### config.mk
export PLATFORM = sky130hd
export DESIGN_NAME = emp_queue
export DESIGN_NICKNAME = d
export VERILOG_FILES = /design/src/sv/emp_pkg.sv /design/src/sv/emp_queue.sv
export SDC_FILE = /design/constraint.sdc
export NUM_CORES = 1
export LEC_CHECK = 0
export BUFFER_PORTS_ARGS = -buffer_cell sky130_fd_sc_hd__buf_2
export CAP_MARGIN = 20
export CELL_PAD_IN_SITES_DETAIL_PLACEMENT = 2
export CELL_PAD_IN_SITES_GLOBAL_PLACEMENT = 2
export CORE_MARGIN = 2
export CORE_UTILIZATION = 39
export CTS_BUF_LIST = sky130_fd_sc_hd__clkbuf_4 sky130_fd_sc_hd__clkbuf_8
export DETAILED_ROUTE_END_ITERATION = 12
export PLACE_DENSITY = 0.92
export SYNTH_ARGS = -nofsm -noshare
export SYNTH_HDL_FRONTEND = slang
export SYNTH_SLANG_ARGS = --single-unit
export TNS_END_PERCENT = 10
### constraint.sdc
create_clock -name aclk -period 5.05 [get_ports aclk]
set_input_delay 0.2525 -clock aclk [delete_from_list [all_inputs] [get_ports aclk]]
set_output_delay 0.2525 -clock aclk [all_outputs]
set_load 0.03 [all_outputs]
### src/sv/emp_pkg.sv
// ----------------------------------------------------------------------------
// emp_pkg: shared types, codes and tables for the ego-motion point transform
// Holds the configuration bundle, the queued item, the sequencer states,
// the CORDIC arctangent table and the rounding/saturation helper.
// ----------------------------------------------------------------------------
package emp_pkg;

    localparam int CfgIndexWidth = 3;
    localparam int CordicSteps   = 16;
    localparam int StepWidth     = $clog2(CordicSteps);
    localparam int TrigWidth     = 18;
    localparam int CoordWidth    = 32;
    localparam int DiffWidth     = CoordWidth + 1;
    localparam int ProdWidth     = TrigWidth + DiffWidth;
    localparam int SumWidth      = ProdWidth + 1;

    localparam logic [CfgIndexWidth-1:0] REG_PREV_POS_X   = 3'd0;
    localparam logic [CfgIndexWidth-1:0] REG_PREV_POS_Y   = 3'd1;
    localparam logic [CfgIndexWidth-1:0] REG_PREV_HEADING = 3'd2;
    localparam logic [CfgIndexWidth-1:0] REG_CUR_POS_X    = 3'd3;
    localparam logic [CfgIndexWidth-1:0] REG_CUR_POS_Y    = 3'd4;
    localparam logic [CfgIndexWidth-1:0] REG_CUR_HEADING  = 3'd5;

    localparam logic signed [33:0] CORDIC_GAIN_Q30 = 34'sd652032874;
    localparam logic signed [TrigWidth-1:0] TRIG_ONE = 18'sd65536;

    typedef struct packed {
        logic signed [CoordWidth-1:0] prev_pos_x;
        logic signed [CoordWidth-1:0] prev_pos_y;
        logic [15:0]                  prev_heading;
        logic signed [CoordWidth-1:0] cur_pos_x;
        logic signed [CoordWidth-1:0] cur_pos_y;
        logic [15:0]                  cur_heading;
    } cfg_t;

    typedef struct packed {
        logic signed [CoordWidth-1:0] point_x;
        logic signed [CoordWidth-1:0] point_y;
        logic                         frame_start;
        logic                         last_in;
    } item_t;

    typedef enum logic [2:0] {
        ST_IDLE,
        ST_TRIG_PREV,
        ST_OFS_MUL,
        ST_OFS_SUM,
        ST_TRIG_DIFF,
        ST_PT_MUL,
        ST_PT_SUM
    } back_state_t;

    // arctangent of 2^-i in units of 1/65536 turn
    function automatic logic signed [17:0] atan_turn(input logic [StepWidth-1:0] i);
        logic signed [17:0] v;
        unique case (i)
            4'd0:    v = 18'sd8192;
            4'd1:    v = 18'sd4836;
            4'd2:    v = 18'sd2555;
            4'd3:    v = 18'sd1297;
            4'd4:    v = 18'sd651;
            4'd5:    v = 18'sd326;
            4'd6:    v = 18'sd163;
            4'd7:    v = 18'sd81;
            4'd8:    v = 18'sd41;
            4'd9:    v = 18'sd20;
            4'd10:   v = 18'sd10;
            4'd11:   v = 18'sd5;
            4'd12:   v = 18'sd3;
            4'd13:   v = 18'sd1;
            4'd14:   v = 18'sd1;
            default: v = 18'sd0;
        endcase
        return v;
    endfunction

    // round half up to Q16 and clamp to the signed 32-bit range
    function automatic logic signed [CoordWidth-1:0] round_sat(
        input logic signed [SumWidth-1:0] v
    );
        logic signed [SumWidth-1:0] r;
        logic signed [CoordWidth-1:0] res;
        r = (v + 52'sd32768) >>> 16;
        if (r > 52'sd2147483647) begin
            res = 32'sh7fffffff;
        end else if (r < -52'sd2147483648) begin
            res = 32'sh80000000;
        end else begin
            res = r[CoordWidth-1:0];
        end
        return res;
    endfunction

endpackage

### src/sv/emp_queue.sv
// ----------------------------------------------------------------------------
// emp_queue: front end input queue
// Accepts input beats and holds up to two items for the back end sequencer.
// ----------------------------------------------------------------------------
module emp_queue (
    input  logic          aclk,
    input  logic          aresetn,
    input  logic          push,
    input  emp_pkg::item_t push_item,
    output logic          full,
    output logic          q_valid,
    output emp_pkg::item_t q_item,
    input  logic          pop
);
    import emp_pkg::*;

    item_t      mem_reg [2];
    logic       wr_ptr_reg, wr_ptr_next;
    logic       rd_ptr_reg, rd_ptr_next;
    logic [1:0] count_reg, count_next;

    assign full    = (count_reg == 2'd2);
    assign q_valid = (count_reg != 2'd0);
    assign q_item  = mem_reg[rd_ptr_reg];

    always_comb begin
        wr_ptr_next = wr_ptr_reg;
        rd_ptr_next = rd_ptr_reg;
        count_next  = count_reg;
        if (push) begin
            wr_ptr_next = ~wr_ptr_reg;
        end
        if (pop) begin
            rd_ptr_next = ~rd_ptr_reg;
        end
        if (push && !pop) begin
            count_next = count_reg + 2'd1;
        end else if (pop && !push) begin
            count_next = count_reg - 2'd1;
        end
    end

    always_ff @(posedge aclk) begin
        if (!aresetn) begin
            wr_ptr_reg <= 1'b0;
            rd_ptr_reg <= 1'b0;
            count_reg  <= 2'd0;
        end else begin
            wr_ptr_reg <= wr_ptr_next;
            rd_ptr_reg <= rd_ptr_next;
            count_reg  <= count_next;
        end
    end

    always_ff @(posedge aclk) begin
        if (push) begin
            mem_reg[wr_ptr_reg] <= push_item;
        end
    end

endmodule

### Yosys cells after proc, flatten, opt, wreduce, memory -nomap -nowiden

Memory sizes are Yosys's and may differ from the RTL's. A register that Yosys moved wholly into a read port is not among the register bits.
Index checks and enable logic that the tools add are counted.

* add/sub/neg operators: 2
* reduce and logical (&&, ||, !) cells: 6
* divide/modulo/power cells: 0
* $lt $le $gt $ge: 0
* muxes and demuxes: 6
* shift operators: 0
* multiply operators: 0
* bitwise gates (word level): 2
* equal/unequal tests: 1

Operators with widths (number)
* $mux W1: 4
* $mux W2: 2
* $reduce_bool A2 Y1: 2
* $add A2 B1 Y2 const B: 1
* $eq A2 B2 Y1 const B: 1
* $logic_and A1 B1 Y1: 2
* $logic_not A1 Y1: 2
* $not A1 Y1: 2
* $sub A2 B1 Y2 const B: 1

* memories: 1
* logic and storage cells: 21
* output and inout port bits: 68
* ROM bits: 0
* latch bits: 0
* RAM bits: 132
* flip-flop bits (word level): 4

Memory list
* mem_reg: words 2, width 66, read ports 1, clocked after memory_dff 1, write ports 1, line emp_queue.sv:17 `item_t mem_reg [2];`

### Logic depth before layout (Yosys ltp)

* depth after elaboration: 4
* depth in mapped cells: 5
* depth with buffers taken out: 5

### Worst setup path after synthesis

OpenSTA, ideal clock, no wires.

* path type: flip-flop to flip-flop
* from: register wr_ptr_reg
* to: memory mem_reg[0][0] (netlist name), enable pin
* period minus slack after synthesis: 3759 ps
* path buffers: 0
* stages on the path, launching flop included: 2
* setup slack: 1291 ps
* arrival: 3260 ps
* path through: dfxtp_1 nor2b_1

RTL lines
* start, declared: line emp_queue.sv:18 `logic wr_ptr_reg, wr_ptr_next;`
* start signal, assigned: line emp_queue.sv:49 `wr_ptr_reg <= wr_ptr_next;`
* end, declared: line emp_queue.sv:17

Straight into the memory's write port.

==> results.cfg <==
[run_status]
outcome = finished clean

[final_layout]
largest_reg_flops = 132
nets = 508
area_delta_synth_final_pct = 36.8
drive_gt1_frac = 0.538
fin_cells = 622
n_antenna_cell = 0
fill_cells = 1120

[critical_path]
r2r_cells = 3
arrival_ps = 2030
critPathKind = reg -> out
crit_end = q_item[26]
cp-end-kind = output port
rrSetupSlack_ps = 3300
crit_path_start_kind = flop
r2r_start = wr_ptr_reg$_SDFFE_PN0P_
r2r_end = mem_reg[0][5]$_DFFE_PP_
worstPathRequired_ps = 4800
crit_fanout = 66

[route]
wl_per_cell_um = 19.8
ant_nets = 0
drtPass1Iterations = 5
avgViaCountPerCell = 4.59
vias = 2856
drc_errors = 0
routed_wl_um = 12300
drt_iter0_drc = 111

[floorplanning]
io_pins = 138
rows = 41
die_area_um2 = 13700
die_w_um = 117
core-area_um2 = 12600
start_util = 0.397
die_h_um = 117

[synthesis]
syn_area_per_cell_um2 = 22.0
ys_ff_latch = 137
synthAdderAreaFrac = 0.00251
yosys.area_share.simple = 0.0118
synth_cell_types = 17
syn_nets = 298
synth_top_family_by_area = multiplexers
syn_area_um2 = 4990
synthXorXnorAreaFrac = 0.00526
synth_compound_area_frac = 0.00401
syn_inst = 227
synth_seq_area_share = 0.814
yosys_warnings = 0
synthMuxAreaShare = 0.149

[timing]
period_minus_slack_ps = 2280
relSlewSlack = 0.358
rsz0062_at_grt = no
timing.final.crit_share = 0.452
worstMarginPinSlew_ps = 963
hold_viol_final = 0
max_freq_mhz = 438
setup_violations = 0
fin_skew_ps = 6.61
finalSetupTns_ps = 0
drv_slew = 0

[clock_tree]
cts_setup_buffers = 0
h-tree-depth = 4
cts_tree = built
clock-sinks = 137
clk_root_buffer_cell = clkbuf_8
cts_buffers = 17
clkTransAtPathRegs_ps = 70
insertion_delay_ps = 420
cts_buffer_depth = 2

[global_route]
first_global_vias = 3285
grt_util_all_layers = 0.186
globalRouteOverflowTotal = 0
grt_max_degree = 67
grt_first_pass_wirelength_um = 18200
grt_antenna_before_repair = 0

[power_and_ir_drop]
p_per_area_nw_per_um2 = 373
power.leakage_nw = 2.60
peakVddDrop_v = 0.000187

[placement]
place.port_buffers = 137
post-dp-hpwl_um = 7300
placed_cells = 530
gp_congestion = 0.684

[worst_hold_path]
min_path_type = in -> reg

[flow_run]
cap_violations = 0
==> worst min path at each step <==
| stage | startpoint | end | slack, ps | depth (start not counted) |
|---|---|---|---|---|
| floorplan | push_item[0] | mem_reg[0][0]$_DFFE_PP_ | 350 | 0 |
| global placement | push_item[15] | mem_reg[1][15]$_DFFE_PP_ | 440 | 1 |
| detailed placement | push_item[62] | mem_reg[0][62]$_DFFE_PP_ | 440 | 1 |
| CTS | push_item[18] | mem_reg[0][18]$_DFFE_PP_ | 0.4 | 1 |
| global route | push_item[23] | mem_reg[0][23]$_DFFE_PP_ | 0.4 | 1 |
| finish | push_item[65] | mem_reg[0][65]$_DFFE_PP_ | 30 | 1 |
==> synth_stat cells, drive strengths merged <==
cell / n / share of area
and2b: 1 / 0.0018
buf: 7 / 0.013
a21boi: 1 / 0.0015
or2: 1 / 0.0013
o21ai: 1 / 0.0010
or3: 1 / 0.0013
o21a: 1 / 0.0015
xnor2: 1 / 0.0018
mux2: 66 / 0.15
inv: 1 / 0.00075
edfxtp: 132 / 0.79
dfxtp: 5 / 0.020
nor2b: 2 / 0.0025
xor2: 2 / 0.0035
and2: 4 / 0.0050
ha: 1 / 0.0025
==> stage by stage <==
step                      instance area [µm²]  utilization  worst slack, ps  power, W  hold WS (ps)
after floorplan                          4990            -             1290   0.00159           351
after global placement                   5850        0.466             2880   0.00169           441
after CTS                                6810        0.542             2700   0.00257         0.367
after global routing                     6830        0.544             2640   0.00265         0.431
final                                    6830        0.544             2770   0.00255          33.4
after detailed placement                 5850        0.466             2750   0.00171           444
==> final cells by class <==
cell class | count | area (µm²) | share of cell area
inverter | 1 | 3.75 | 0.000549
timing repair buffer | 198 | 1300 | 0.191
clock inverter | 3 | 15.0 | 0.00220
clock buffer | 29 | 355 | 0.0520
sequential | 137 | 4070 | 0.595
multi-input combinational | 82 | 871 | 0.127
tap | 172 | 215 | 0.0315
==> logic make-up (layout without fill, tap and decap cells) <==
| family | count (synthesis) | after routing |
|---|---|---|
| adders and majority gates | 1 | 1 |
| muxes | 66 | 66 |
| AOI/OAI and AO/OA | 3 | 3 |
| buffers and inverters | 8 | 231 |
| and+or+nand+nor | 9 | 9 |
| xor gates and xnor gates | 3 | 3 |
| DFF | 137 | 137 |
==> layout by cell type, fill, tap and decap left out <==
master	n
nor2b_1	1
o21a_1	1
clkbuf_8	22
xor2_1	2
mux2_2	66
and2b_2	1
buf_12	1
nor2b_4	1
a21boi_1	1
and2_1	3
buf_4	1
o21ai_0	1
clkinv_2	3
dfxtp_1	4
inv_1	1
dlygate4sd3_1	59
or3_1	1
clkbuf_4	7
ha_1	1
xnor2_1	1
edfxtp_1	132
and2_4	1
buf_2	137
dfxtp_4	1
or2_2	1
==> worst max-delay path, stage by stage (launching register included) <==
cell and delay (ps):
dfxtp_4 950, mux2_2 440, buf_2 180
==> layer usage <==
layer | global-route usage | vias to the layer above | wire (µm) | part of all wire
met3 | 0.0489 | 11 | 510 | 0.041
met5 | 0 | - | 0 | 0
met1 | 0.206 | 1438 | 4670 | 0.38
li1 | - | 1319 | - | -
met2 | 0.346 | 88 | 7050 | 0.57
met4 | 0.0635 | 0 | 114 | 0.0092
==> repair_timing <==
| action | in CTS | in global routing |
|---|---|---|
| endpoints found under the hold margin | 116 | 0 |
| resized for setup | 0 | 0 |
| hold buffers | 59 | 0 |
==> power by group <==
| part | switching (W) | internal [W] | total (W) |
|---|---|---|---|
| clock | 0.000384 | 0.000442 | 0.000826 |
| combinational | 0.000216 | 0.000154 | 0.000370 |
| sequential | 0.0000392 | 0.00131 | 0.00135 |
No activity file was read; power rests on OpenSTA's default activity.
